File: config.mk
export PLATFORM = sky130hd
export DESIGN_NAME = multi_device_spi_master_top_flat
export DESIGN_NICKNAME = d
export VERILOG_FILES = /design/src/rtl/core/msdspi_pkg.sv /design/src/rtl/core/msdspi_if.sv /design/src/rtl/core/msdspi_frame.sv /design/src/rtl/core/multi_device_spi_master_top.sv /design/src/flat_wrapper.sv
export SDC_FILE = /design/constraint.sdc
export NUM_CORES = 1
export LEC_CHECK = 0
export ABC_AREA = 1
export BUFFER_PORTS_ARGS = -buffer_cell sky130_fd_sc_hd__buf_4
export CORE_MARGIN = 10
export CORE_UTILIZATION = 25
export CTS_BUF_LIST = sky130_fd_sc_hd__clkbuf_16
export DETAILED_ROUTE_END_ITERATION = 7
export GPL_TIMING_DRIVEN = 0
export SLEW_MARGIN = 20
export SYNTH_ARGS = -nofsm -noshare
export SYNTH_HDL_FRONTEND = slang
export SYNTH_SLANG_ARGS = --single-unit
File: constraint.sdc
create_clock -name clk_i -period 3.8 [get_ports clk_i]
set_clock_uncertainty 0.15 [all_clocks]
set_input_delay 0.76 -clock clk_i [delete_from_list [all_inputs] [get_ports clk_i]]
set_output_delay 0.76 -clock clk_i [all_outputs]
set_load 0.01 [all_outputs]
File: src/rtl/core/msdspi_pkg.sv
`default_nettype none

package msdspi_pkg;

  // Command codes
  localparam logic [1:0] CMD_TICK  = 2'd0;
  localparam logic [1:0] CMD_WRITE = 2'd1;
  localparam logic [1:0] CMD_READ  = 2'd2;

  // Device codes
  localparam logic [1:0] DEV_ADC = 2'd0;
  localparam logic [1:0] DEV_DAC = 2'd1;
  localparam logic [1:0] DEV_CLK = 2'd2;

  // Frame kinds: write kinds first, read kinds = device + 3
  localparam logic [2:0] KIND_ADC_WR = 3'd0;
  localparam logic [2:0] KIND_DAC_WR = 3'd1;
  localparam logic [2:0] KIND_CLK_WR = 3'd2;
  localparam logic [2:0] KIND_ADC_RD = 3'd3;
  localparam logic [2:0] KIND_DAC_RD = 3'd4;
  localparam logic [2:0] KIND_CLK_RD = 3'd5;
  localparam logic [2:0] KIND_RD_BASE = 3'd3;

  localparam int unsigned FRAME_W = 24;
  localparam logic [4:0] DATA_BITS = 5'd8;
  localparam logic [7:0] HALF_PERIOD_RST = 8'd10;

  // Select vector: bit0 adc1, bit1 adc2, bit2 dac1, bit3 dac2, bit4 clk
  localparam logic [4:0] SEL_IDLE   = 5'h1F;
  localparam logic [4:0] SEL_ADC    = 5'h1C;
  localparam logic [4:0] SEL_DAC    = 5'h13;
  localparam logic [4:0] SEL_CLK    = 5'h0F;
  localparam logic [4:0] SEL_ADC1   = 5'h1E;
  localparam logic [4:0] SEL_ADC2   = 5'h1D;
  localparam logic [4:0] SEL_DAC1   = 5'h1B;
  localparam logic [4:0] SEL_DAC2   = 5'h17;

  typedef struct packed {
    logic [FRAME_W-1:0] shift;
    logic [2:0]         kind;
    logic [4:0]         sel_n;
  } frame_load_t;

  // Number of bits shifted out for each frame kind
  function automatic logic [4:0] out_len(input logic [2:0] kind);
    logic [4:0] len;
    case (kind)
      KIND_DAC_WR, KIND_ADC_RD, KIND_CLK_RD: len = 5'd16;
      KIND_DAC_RD:                           len = 5'd8;
      default:                               len = 5'd24;
    endcase
    return len;
  endfunction

endpackage

`default_nettype wire

File: src/rtl/core/msdspi_if.sv
`default_nettype none

// Command beat channel
interface msdspi_in_if;
  logic        valid;
  logic        ready;
  logic [1:0]  command;
  logic [1:0]  device;
  logic        chip_pick;
  logic [15:0] address;
  logic [7:0]  write_data;
  logic        serial_in;

  modport source (output valid, command, device, chip_pick, address, write_data, serial_in,
                  input ready);
  modport sink   (input valid, command, device, chip_pick, address, write_data, serial_in,
                  output ready);
endinterface

// Pin-level result beat channel
interface msdspi_out_if;
  logic       valid;
  logic       ready;
  logic       sclk;
  logic       mosi;
  logic       sdio_drive;
  logic       adc_sel1_n;
  logic       adc_sel2_n;
  logic       dac_sel1_n;
  logic       dac_sel2_n;
  logic       clk_sel_n;
  logic       busy_res;
  logic       read_valid;
  logic [7:0] read_data;
  logic       rejected;

  modport source (output valid, sclk, mosi, sdio_drive, adc_sel1_n, adc_sel2_n, dac_sel1_n,
                  dac_sel2_n, clk_sel_n, busy_res, read_valid, read_data, rejected,
                  input ready);
  modport sink   (input valid, sclk, mosi, sdio_drive, adc_sel1_n, adc_sel2_n, dac_sel1_n,
                  dac_sel2_n, clk_sel_n, busy_res, read_valid, read_data, rejected,
                  output ready);
endinterface

`default_nettype wire

File: src/rtl/core/msdspi_frame.sv
`default_nettype none

// Builds the left-aligned shift word, kind and selects for a new frame
module msdspi_frame
  import msdspi_pkg::*;
(
  input  wire logic        rd_i,
  input  wire logic [1:0]  device_i,
  input  wire logic        chip_pick_i,
  input  wire logic [15:0] address_i,
  input  wire logic [7:0]  write_data_i,
  output frame_load_t      load_o
);

  logic [2:0] kind;

  assign kind = {1'b0, device_i} + (rd_i ? KIND_RD_BASE : 3'd0);

  always_comb begin
    load_o.kind = kind;
    case (kind)
      KIND_ADC_WR: begin
        load_o.shift = {8'h00, address_i[7:0], write_data_i};
        load_o.sel_n = SEL_ADC;
      end
      KIND_DAC_WR: begin
        load_o.shift = {address_i[7:0], write_data_i, 8'h00};
        load_o.sel_n = SEL_DAC;
      end
      KIND_CLK_WR: begin
        load_o.shift = {address_i, write_data_i};
        load_o.sel_n = SEL_CLK;
      end
      KIND_ADC_RD: begin
        // read bit on top of the 16-bit instruction
        load_o.shift = {8'h80, address_i[7:0], 8'h00};
        load_o.sel_n = chip_pick_i ? SEL_ADC2 : SEL_ADC1;
      end
      KIND_DAC_RD: begin
        load_o.shift = {1'b1, address_i[6:0], 16'h0000};
        load_o.sel_n = chip_pick_i ? SEL_DAC2 : SEL_DAC1;
      end
      default: begin
        load_o.shift = {1'b1, address_i[14:0], 8'h00};
        load_o.sel_n = SEL_CLK;
      end
    endcase
  end

endmodule

`default_nettype wire

File: src/rtl/core/multi_device_spi_master_top.sv
`default_nettype none

// Channel  | Dir | Beat
// ---------+-----+-------------------------------------------------------
// in_if    | in  | one system tick: command, device, pick, address, data, serial_in
// out_if   | out | pin levels after that tick, read byte, busy, reject
// cfg      | in  | cfg_we_i / cfg_wdata_i write half_period, no read-back
//
// One input beat per clock; each beat updates the sequencer in the same cycle
// and its result sits in the output register the cycle after.
// in_if.ready drops only while the output register is full and out_if.ready is
// low; the sequencer advances only on accepted beats, so stalls lose no tick.
// Reset (rst_ni low) releases all selects, idles the clock, half_period = 10.
module multi_device_spi_master_top
  import msdspi_pkg::*;
(
  input  wire logic       clk_i,
  input  wire logic       rst_ni,
  input  wire logic       cfg_we_i,
  input  wire logic [7:0] cfg_wdata_i,
  msdspi_in_if.sink       in_if,
  msdspi_out_if.source    out_if
);

  // Sequencer state
  logic [FRAME_W-1:0] out_shift_q, out_shift_d;
  logic [7:0]         in_shift_q, in_shift_d;
  logic [4:0]         bit_count_q, bit_count_d;
  logic [7:0]         tick_count_q, tick_count_d;
  logic               clock_high_q, clock_high_d;
  logic [2:0]         frame_kind_q, frame_kind_d;
  logic               data_phase_q, data_phase_d;
  logic [4:0]         sel_n_q, sel_n_d;
  logic               active_q, active_d;
  logic [7:0]         half_period_q;

  // Result register
  logic       res_valid_q;
  logic       res_sclk_q, res_mosi_q, res_sdio_q;
  logic [4:0] res_sel_n_q;
  logic       res_busy_q, res_rvalid_q, res_rejected_q;
  logic [7:0] res_rdata_q;

  logic        in_fire, start, is_read_kind;
  logic [7:0]  hp, tick_inc;
  logic [4:0]  bit_inc, limit;
  logic        rd_valid, rejected;
  logic [7:0]  rd_data;
  frame_load_t load;

  assign in_if.ready = !res_valid_q || out_if.ready;
  assign in_fire     = in_if.valid && in_if.ready;
  assign start       = (in_if.command == CMD_WRITE) || (in_if.command == CMD_READ);
  assign hp          = (half_period_q == 8'd0) ? 8'd1 : half_period_q;
  assign tick_inc    = tick_count_q + 8'd1;
  assign bit_inc     = bit_count_q + 5'd1;
  assign limit       = data_phase_q ? DATA_BITS : out_len(frame_kind_q);
  assign is_read_kind = frame_kind_q >= KIND_RD_BASE;

  msdspi_frame u_frame (
    .rd_i         (in_if.command == CMD_READ),
    .device_i     (in_if.device),
    .chip_pick_i  (in_if.chip_pick),
    .address_i    (in_if.address),
    .write_data_i (in_if.write_data),
    .load_o       (load)
  );

  // Next state for one tick
  always_comb begin
    out_shift_d  = out_shift_q;
    in_shift_d   = in_shift_q;
    bit_count_d  = bit_count_q;
    tick_count_d = tick_count_q;
    clock_high_d = clock_high_q;
    frame_kind_d = frame_kind_q;
    data_phase_d = data_phase_q;
    sel_n_d      = sel_n_q;
    active_d     = active_q;
    rd_valid     = 1'b0;
    rd_data      = 8'h00;
    rejected     = 1'b0;
    if (in_fire) begin
      if (active_q) begin
        rejected = start;
        if (tick_inc < hp) begin
          tick_count_d = tick_inc;
        end else begin
          tick_count_d = 8'd0;
          if (!clock_high_q) begin
            // rising edge: sample return data in the data phase
            clock_high_d = 1'b1;
            if (data_phase_q) in_shift_d = {in_shift_q[6:0], in_if.serial_in};
          end else begin
            // falling edge: next bit
            clock_high_d = 1'b0;
            if (!data_phase_q) out_shift_d = {out_shift_q[FRAME_W-2:0], 1'b0};
            if (bit_inc < limit) begin
              bit_count_d = bit_inc;
            end else begin
              bit_count_d = 5'd0;
              if (!data_phase_q && is_read_kind) begin
                data_phase_d = 1'b1;
              end else begin
                if (is_read_kind) begin
                  rd_valid = 1'b1;
                  rd_data  = in_shift_q;
                end
                active_d     = 1'b0;
                data_phase_d = 1'b0;
                sel_n_d      = SEL_IDLE;
                out_shift_d  = '0;
              end
            end
          end
        end
      end else if (start && in_if.device <= DEV_CLK) begin
        out_shift_d  = load.shift;
        frame_kind_d = load.kind;
        sel_n_d      = load.sel_n;
        in_shift_d   = 8'h00;
        bit_count_d  = 5'd0;
        tick_count_d = 8'd0;
        clock_high_d = 1'b0;
        data_phase_d = 1'b0;
        active_d     = 1'b1;
      end
    end
  end

  // State, config and result registers
  always_ff @(posedge clk_i or negedge rst_ni) begin
    if (!rst_ni) begin
      out_shift_q    <= '0;
      in_shift_q     <= 8'h00;
      bit_count_q    <= 5'd0;
      tick_count_q   <= 8'd0;
      clock_high_q   <= 1'b0;
      frame_kind_q   <= KIND_ADC_WR;
      data_phase_q   <= 1'b0;
      sel_n_q        <= SEL_IDLE;
      active_q       <= 1'b0;
      half_period_q  <= HALF_PERIOD_RST;
      res_valid_q    <= 1'b0;
    end else begin
      out_shift_q    <= out_shift_d;
      in_shift_q     <= in_shift_d;
      bit_count_q    <= bit_count_d;
      tick_count_q   <= tick_count_d;
      clock_high_q   <= clock_high_d;
      frame_kind_q   <= frame_kind_d;
      data_phase_q   <= data_phase_d;
      sel_n_q        <= sel_n_d;
      active_q       <= active_d;
      if (cfg_we_i) half_period_q <= cfg_wdata_i;
      if (in_fire) begin
        res_valid_q <= 1'b1;
      end else if (out_if.ready) begin
        res_valid_q <= 1'b0;
      end
    end
  end

  // Result payload, loaded with each accepted beat
  always_ff @(posedge clk_i) begin
    if (in_fire) begin
      res_sclk_q     <= clock_high_d;
      res_mosi_q     <= active_d && !data_phase_d && out_shift_d[FRAME_W-1];
      res_sdio_q     <= !(active_d && data_phase_d && frame_kind_d == KIND_ADC_RD);
      res_sel_n_q    <= sel_n_d;
      res_busy_q     <= active_d;
      res_rvalid_q   <= rd_valid;
      res_rdata_q    <= rd_data;
      res_rejected_q <= rejected;
    end
  end

  assign out_if.valid      = res_valid_q;
  assign out_if.sclk       = res_sclk_q;
  assign out_if.mosi       = res_mosi_q;
  assign out_if.sdio_drive = res_sdio_q;
  assign out_if.adc_sel1_n = res_sel_n_q[0];
  assign out_if.adc_sel2_n = res_sel_n_q[1];
  assign out_if.dac_sel1_n = res_sel_n_q[2];
  assign out_if.dac_sel2_n = res_sel_n_q[3];
  assign out_if.clk_sel_n  = res_sel_n_q[4];
  assign out_if.busy_res   = res_busy_q;
  assign out_if.read_valid = res_rvalid_q;
  assign out_if.read_data  = res_rdata_q;
  assign out_if.rejected   = res_rejected_q;

  // Idle sequencer keeps every chip deselected
  a_idle_sel: assert property (@(posedge clk_i) disable iff (!rst_ni)
    !active_q |-> sel_n_q == SEL_IDLE)
    else $error("selects asserted while idle");

  // Serial clock is low whenever no frame runs
  a_idle_sclk: assert property (@(posedge clk_i) disable iff (!rst_ni)
    !active_q |-> !clock_high_q)
    else $error("sclk high while idle");

  // Only read frames enter a data phase
  a_data_phase: assert property (@(posedge clk_i) disable iff (!rst_ni)
    data_phase_q |-> (active_q && frame_kind_q >= KIND_RD_BASE))
    else $error("data phase outside a read frame");

  // A completed read ends the frame in the same beat
  a_read_done: assert property (@(posedge clk_i) disable iff (!rst_ni)
    (res_valid_q && res_rvalid_q) |-> !res_busy_q)
    else $error("read_valid while still busy");

endmodule

`default_nettype wire
File: src/flat_wrapper.sv
// flat-port wrapper written by rule: the top's interface ports become plain ports
module multi_device_spi_master_top_flat import msdspi_pkg::*;
  (clk_i, rst_ni, cfg_we_i, cfg_wdata_i, in_if_valid, in_if_command, in_if_device, in_if_chip_pick, in_if_address, in_if_write_data, in_if_serial_in, in_if_ready, out_if_valid, out_if_sclk, out_if_mosi, out_if_sdio_drive, out_if_adc_sel1_n, out_if_adc_sel2_n, out_if_dac_sel1_n, out_if_dac_sel2_n, out_if_clk_sel_n, out_if_busy_res, out_if_read_valid, out_if_read_data, out_if_rejected, out_if_ready);
  msdspi_in_if in_if_i ();
  msdspi_out_if out_if_i ();
  input  wire logic clk_i;
  input  wire logic rst_ni;
  input  wire logic cfg_we_i;
  input  wire logic [7:0] cfg_wdata_i;
  input wire logic [$bits(in_if_i.valid)-1:0] in_if_valid;
  input wire logic [$bits(in_if_i.command)-1:0] in_if_command;
  input wire logic [$bits(in_if_i.device)-1:0] in_if_device;
  input wire logic [$bits(in_if_i.chip_pick)-1:0] in_if_chip_pick;
  input wire logic [$bits(in_if_i.address)-1:0] in_if_address;
  input wire logic [$bits(in_if_i.write_data)-1:0] in_if_write_data;
  input wire logic [$bits(in_if_i.serial_in)-1:0] in_if_serial_in;
  output wire logic [$bits(in_if_i.ready)-1:0] in_if_ready;
  output wire logic [$bits(out_if_i.valid)-1:0] out_if_valid;
  output wire logic [$bits(out_if_i.sclk)-1:0] out_if_sclk;
  output wire logic [$bits(out_if_i.mosi)-1:0] out_if_mosi;
  output wire logic [$bits(out_if_i.sdio_drive)-1:0] out_if_sdio_drive;
  output wire logic [$bits(out_if_i.adc_sel1_n)-1:0] out_if_adc_sel1_n;
  output wire logic [$bits(out_if_i.adc_sel2_n)-1:0] out_if_adc_sel2_n;
  output wire logic [$bits(out_if_i.dac_sel1_n)-1:0] out_if_dac_sel1_n;
  output wire logic [$bits(out_if_i.dac_sel2_n)-1:0] out_if_dac_sel2_n;
  output wire logic [$bits(out_if_i.clk_sel_n)-1:0] out_if_clk_sel_n;
  output wire logic [$bits(out_if_i.busy_res)-1:0] out_if_busy_res;
  output wire logic [$bits(out_if_i.read_valid)-1:0] out_if_read_valid;
  output wire logic [$bits(out_if_i.read_data)-1:0] out_if_read_data;
  output wire logic [$bits(out_if_i.rejected)-1:0] out_if_rejected;
  input wire logic [$bits(out_if_i.ready)-1:0] out_if_ready;
  assign in_if_i.valid = in_if_valid;
  assign in_if_i.command = in_if_command;
  assign in_if_i.device = in_if_device;
  assign in_if_i.chip_pick = in_if_chip_pick;
  assign in_if_i.address = in_if_address;
  assign in_if_i.write_data = in_if_write_data;
  assign in_if_i.serial_in = in_if_serial_in;
  assign in_if_ready = in_if_i.ready;
  assign out_if_valid = out_if_i.valid;
  assign out_if_sclk = out_if_i.sclk;
  assign out_if_mosi = out_if_i.mosi;
  assign out_if_sdio_drive = out_if_i.sdio_drive;
  assign out_if_adc_sel1_n = out_if_i.adc_sel1_n;
  assign out_if_adc_sel2_n = out_if_i.adc_sel2_n;
  assign out_if_dac_sel1_n = out_if_i.dac_sel1_n;
  assign out_if_dac_sel2_n = out_if_i.dac_sel2_n;
  assign out_if_clk_sel_n = out_if_i.clk_sel_n;
  assign out_if_busy_res = out_if_i.busy_res;
  assign out_if_read_valid = out_if_i.read_valid;
  assign out_if_read_data = out_if_i.read_data;
  assign out_if_rejected = out_if_i.rejected;
  assign out_if_i.ready = out_if_ready;
  multi_device_spi_master_top u_core (.clk_i(clk_i), .rst_ni(rst_ni), .cfg_we_i(cfg_we_i), .cfg_wdata_i(cfg_wdata_i), .in_if(in_if_i), .out_if(out_if_i));
endmodule
== Word level (Yosys, flattened, before mapping) ==
Cells that the tools add are included.
Storage, ports and cells
  bits in registers: 84
  input bits: 43
  output and inout bits: 21
  logic and storage cells: 127
Operators by class
  add/subtract/negate cells: 3
  magnitude comparators: 4
  equality and inequality tests: 15
  multiplexer cells: 59
  bitwise operators: 3
  reductions and logical operators: 23
Operators with widths (number)
  $mux 24: 8
  $pmux 24 s5: 1
  $mux 5: 13
  $mux 8: 8
  $mux 1: 21
  $pmux 5 s4: 1
  $eq 3x2->1 const B: 4
  $pmux 5 s2: 1
  $eq 3x3->1 const B: 3
  $mux 3: 3
  $add 8x1->8 const B: 1
  $logic_not 8->1: 1
  $lt 8x8->1: 1
  $logic_and 1x1->1: 7
  $eq 3x1->1 const B: 2
  $reduce_or 6->1: 1
  $add 5x1->5 const B: 1
  $lt 5x5->1: 1
  $reduce_and 5->1: 1
  $reduce_or 5->1: 1
  $logic_not 1->1: 4
  $mux 2: 2
  $mux 4: 1
  $ne 2x1->1 const B: 2
  other kinds (13): 18

== Longest topological paths before layout ==
  depth after elaboration: 13
  gate-level depth with buffers: 21
  gate-level depth less buffers: 20

== Modules after synthesis ==
A second synthesis with hierarchy kept.
Unflattened totals
  cells, all modules: 689
  area, all modules: 5297.6 um^2
Modules (own cells, without submodules)
  multi_device_spi_master_top: times used 1, cells each 575, area each 4752.1 um^2, seq. area each 2205.9 um^2
  msdspi_frame: times used 1, cells each 114, area each 545.5 um^2, seq. area each 0.0 um^2

== Worst setup path after synthesis ==
No wires, ideal clock.
  path kind: input -> register
  start point: input port in_if_command[0]
  end point: register u_core.out_shift_q[21]
  library setup time: 0.076 ns
  data arrival time: 2.793 ns
  data required time: 3.574 ns
  path slack: 0.781 ns
  stages on the path: 13
  path buffers: 0
  path through: inv_1 ha_1 ha_1 fa_1 nor2_2 nor2_1 inv_2 nand2_1 nor2_2 a32oi_1 o22ai_1 nand2_1 o21ai_1
Between the ends
  word-level cells in the longest chain between the ends: 7
  elaborated cells between the ends (all ways): 16
  classes of those cells: add/sub (1); eq/ne (6); mux (4); reduce/logical (5)
Ends and longest elaborated chain
  from (decl): line flat_wrapper.sv:11  | input wire logic [$bits(in_if_i.command)-1:0] in_if_command;
  $eq 2x2->1: line multi_device_spi_master_top.sv:53, multi_device_spi_master_top.sv:61
  $mux 2: line msdspi_frame.sv:17  | assign kind = {1'b0, device_i} + (rd_i ? KIND_RD_BASE : 3'd0);
  $add 2x3->3: line msdspi_frame.sv:17
  $eq 3x3->1, or another cell as far along: line msdspi_frame.sv:21  | case (kind)
  $pmux 24 s5: line msdspi_frame.sv:21
  $mux 24: line multi_device_spi_master_top.sv:117  | end else if (start && in_if.device <= DEV_CLK) begin
  $mux 24: line multi_device_spi_master_top.sv:84  | if (active_q) begin
  to (signal assigned): line multi_device_spi_master_top.sv:146  | out_shift_q <= out_shift_d;
  to (decl): line multi_device_spi_master_top.sv:26  | logic [FRAME_W-1:0] out_shift_q, out_shift_d;
Several ways; a longest one is shown, not always the timed one. The select of a mux whose other input is x is not followed.
A chain may end at the register's enable or synchronous reset.

== Worst setup path in the final report ==
  start point: input port in_if_command[0]
  end point: register u_core.res_sel_n_q[2], data pin
Between the ends
  word-level cells in the longest chain between the ends: 8
  elaborated cells between the ends (all ways): 14
  classes of those cells: add/sub (1); eq/ne (5); mux (5); reduce/logical (3)
Ends and longest elaborated chain
  $eq 2x2->1: line multi_device_spi_master_top.sv:53, multi_device_spi_master_top.sv:61
  $mux 2: line msdspi_frame.sv:17
  $add 2x3->3: line msdspi_frame.sv:17
  $eq 3x3->1, or another cell as far along: line msdspi_frame.sv:21
  $pmux 5 s4: line msdspi_frame.sv:21
  $mux 5 *: line multi_device_spi_master_top.sv:117
  $mux 5 *: line multi_device_spi_master_top.sv:84
  $mux 5 *: line multi_device_spi_master_top.sv:83  | if (in_fire) begin
  via u_core.sel_n_d[2]: line multi_device_spi_master_top.sv:33  | logic [4:0] sel_n_q, sel_n_d;
  to (signal assigned): line multi_device_spi_master_top.sv:170  | res_sel_n_q <= sel_n_d;
  to (decl): line multi_device_spi_master_top.sv:40  | logic [4:0] res_sel_n_q;
Mark *: on every way through the listed nets, which the timed path passes. The rest lies on a longest branch.

==> flow_metrics.tcl <==
set metrics [dict create \
    grt_pass1_vias 4083 \
    insertion_delay_ps 350 \
    clockRootBuffer "clkbuf_16" \
    ys_seq_area_share_pct 46.2 \
    cp_max_fo 8 \
    die_w_microns 158 \
    die_area_sq_um 25000 \
    p_leak_uw 0.00276 \
    clk_pin_slew_worst_paths_ps 70 \
    crit_arrival_ps 3310 \
    core_area_sq_um 18800 \
    grtUsageMet3_pct 3.12 \
    finalSetupTns_ps 0 \
    clock-sinks 84 \
    fillers 1980 \
    postCtsSetupRepairBufs 0 \
    cap_violations 0 \
    use_met2_pct 14.9 \
    start_util_pct 25.4 \
    ios 64 \
    die_h_microns 158 \
    h-tree-depth 3 \
    syn-num-nets 647 \
    cts_tree "done" \
    use_met1_pct 14.4 \
    cts_resized 0 \
    io_buffers 63 \
    post-route-period-util_pct 87.2 \
    path_cells "buf_4 > inv_1 > ha_1 > ha_1 > fa_1 > nor2_2 > a21oi_1 > nor2_1 > nand2_1 > o211ai_1 > o21ai_0" \
    grt_overflow_total 0 \
    dp_hpwl_microns 9300 \
    via_per_inst 4.71 \
    nets 721 \
    status "completed" \
    layout_min_cycle_time_ps 3310 \
    cts_buffers 9 \
    grt_use_total_pct 10.4 \
    drt-pass1-iter-count 5 \
    synth_cell_type_count 41 \
    ant_nets 0 \
    num_vias 4258 \
    crit_top_cell "ha_1" \
    cpMaxStageDelayCell "fa_1" \
    drive_above_1_share_pct 20.6 \
    ys_ff_latch 84 \
    finalWirelength_microns 12600 \
    setup_violations 0 \
    rsz0062_at_grt "no" \
    power_uw 3140 \
    grt_max_degree 66 \
    grt_pass1_wl_microns 20900 \
    max-slew-margin-rel_pct 36.3 \
    wire_per_inst_microns 14.0 \
    clock_path_buffers 2 \
    drc 0 \
    synth_area_sq_um 4770 \
    syn_to_final_growth_pct 22.4 \
    tightest_slew_ps 955 \
    maxSlewViolCount 0 \
    yosys_warnings 0 \
    cts-hold-fix-buffers 0 \
    power_density_nw_per_um2 537 \
    max_stage_delay_ps 610 \
    crit_required_ps 3800 \
    n_antenna_cell 0 \
    num_rows 50 \
    setup_ws_ps 488 \
    gp_congestion 0.873 \
    place_ws_ps 206 \
    fmax_mhz 302 \
    path_class "input pin to flip-flop" \
    vdd_drop_max_v 0.000242 \
    grt.busiest_layer "met2" \
    postSynthAreaPerCell_sq_um 8.07 \
    grt_antenna_before_repair 0 \
    worst_setup_path_end_kind "flip-flop" \
    synth_cells 591 \
    hold_violations 0 \
    min_path_type "flip-flop to flip-flop" \
    start_kind "input pin" \
    initialDrtViolationCount 373 \
]
power breakdown:
part / internal (uW) / switching (uW) / total, uW
Clock: 468 / 422 / 890
Combinational: 371 / 597 / 968
Sequential: 1140 / 136 / 1280
Total: 1980 / 1150 / 3140
critical path, delay by kind of cell:
family,cells,cell delay (ps)
AO/OA/AOI/OAI,3,960
adder cells (fa/ha/maj),3,1040
buffers and inverters,2,100
AND/OR/NAND/NOR,3,440
flip-flops by register name, summed over array words and instances, names as in the netlist:
register / flops
u_core.frame_kind_q: 3
u_core.out_shift_q: 24
u_core.out_if.busy_res: 1
u_core.res_sel_n_q: 5
u_core.out_if.sdio_drive: 1
u_core.tick_count_q: 8
u_core.sel_n_q: 5
u_core.active_q: 1
u_core.out_if.valid: 1
u_core.out_if.mosi: 1
u_core.in_shift_q: 8
u_core.data_phase_q: 1
u_core.out_if.read_data: 8
u_core.half_period_q: 8
u_core.out_if.sclk: 1
u_core.out_if.rejected: 1
u_core.out_if.read_valid: 1
u_core.clock_high_q: 1
u_core.bit_count_q: 5
kinds of logic after synthesis:
logic type                 Yosys count  share of synthesized area, %
and+or+nand+nor                    261                          23.4
AOI/OAI and AO/OA                  131                          17.0
buffers and inverters               95                          8.55
DFF                                 84                          46.2
adders and majority gates           13                          3.57
xor gates and xnor gates             7                          1.28
Yosys cell counts (all sizes together):
library cell,instances,area (sq um)
dfrtp,58,1450
a21oi,11,66.3
nor2,38,150
buf,15,108
nand3b,2,18.8
xor2,6,52.6
o22ai,17,106
xnor2,1,8.76
o21a,1,7.51
edfxtp,19,571
a32oi,6,52.6
a221oi,2,17.5
clkbuf,6,22.5
nand2,180,716
a22oi,4,30.0
inv,74,278
o21ai,61,309
nor4,1,6.26
a211oi,3,27.5
nand4,1,6.26
o211ai,23,173
ha,12,150
nor3,4,20.0
nand3,15,75.1
dfstp,7,184
o31ai,1,7.51
or2,20,125
a31oi,2,12.5
fa,1,20.0
cells in the final DEF, fill, tap and decap left out, types with 7 or more instances in the layout:
cell,netlist,final
o211ai_1,23,23
dfstp_2,7,7
buf_4,1,64
dfrtp_1,58,58
buf_2,8,8
nand3_1,15,15
nand2_1,172,172
o22ai_1,17,17
nor2_1,35,35
a21oi_1,10,10
clkbuf_16,0,9
o21ai_0,57,57
inv_1,71,71
ha_1,12,12
or2_2,20,20
edfxtp_1,19,19
routing by layer:
layer  vias up  routed length (microns)
li1       2103                        -
met1      2010                     6270
met2       131                     5340
met3        14                      848
met4         0                      187
met5         -                        0
worst paths after layout:
kind / cells past startpoint / startpoint / endpoint / slack [ps]
min in group asynchronous: 1 / rst_ni / u_core.out_shift_q[18] / 370
min: 2 / u_core.in_shift_q[7] / u_core.in_shift_q[7] / 340
max reg2reg: 18 / u_core.tick_count_q[2] / u_core.out_if.read_data[5] / 550
min reg2reg: 2 / u_core.in_shift_q[7] / u_core.in_shift_q[7] / 340
max in group asynchronous: 1 / rst_ni / u_core.half_period_q[2] / 2560
max: 11 / in_if_command[0] / u_core.res_sel_n_q[2] / 490
through the flow:
step,instance area (sq um),utilization [%],cells,hold WS [ps]
2_1_floorplan,4770,-,591,303
3_3_place_gp,5540,29.5,888,320
3_5_place_dp,5540,29.5,888,334
4_1_cts,5840,31.1,904,352
5_1_grt,5840,31.1,904,373
6_report,5840,31.1,904,341
layout make-up:
class                           instances  area (sq um)  share of cell area, %
Clock inverter                          7          76.3                   1.31
Tap cell                              234           293                   5.01
Clock buffer                            9           225                   3.86
Multi-Input combinational cell        412          2160                   37.0
Buffer                                 21           130                   2.23
Sequential cell                        84          2210                   37.8
Timing Repair Buffer                   63           473                   8.10
Inverter                               74           278                   4.76
(Power assumes the default switching activity.)
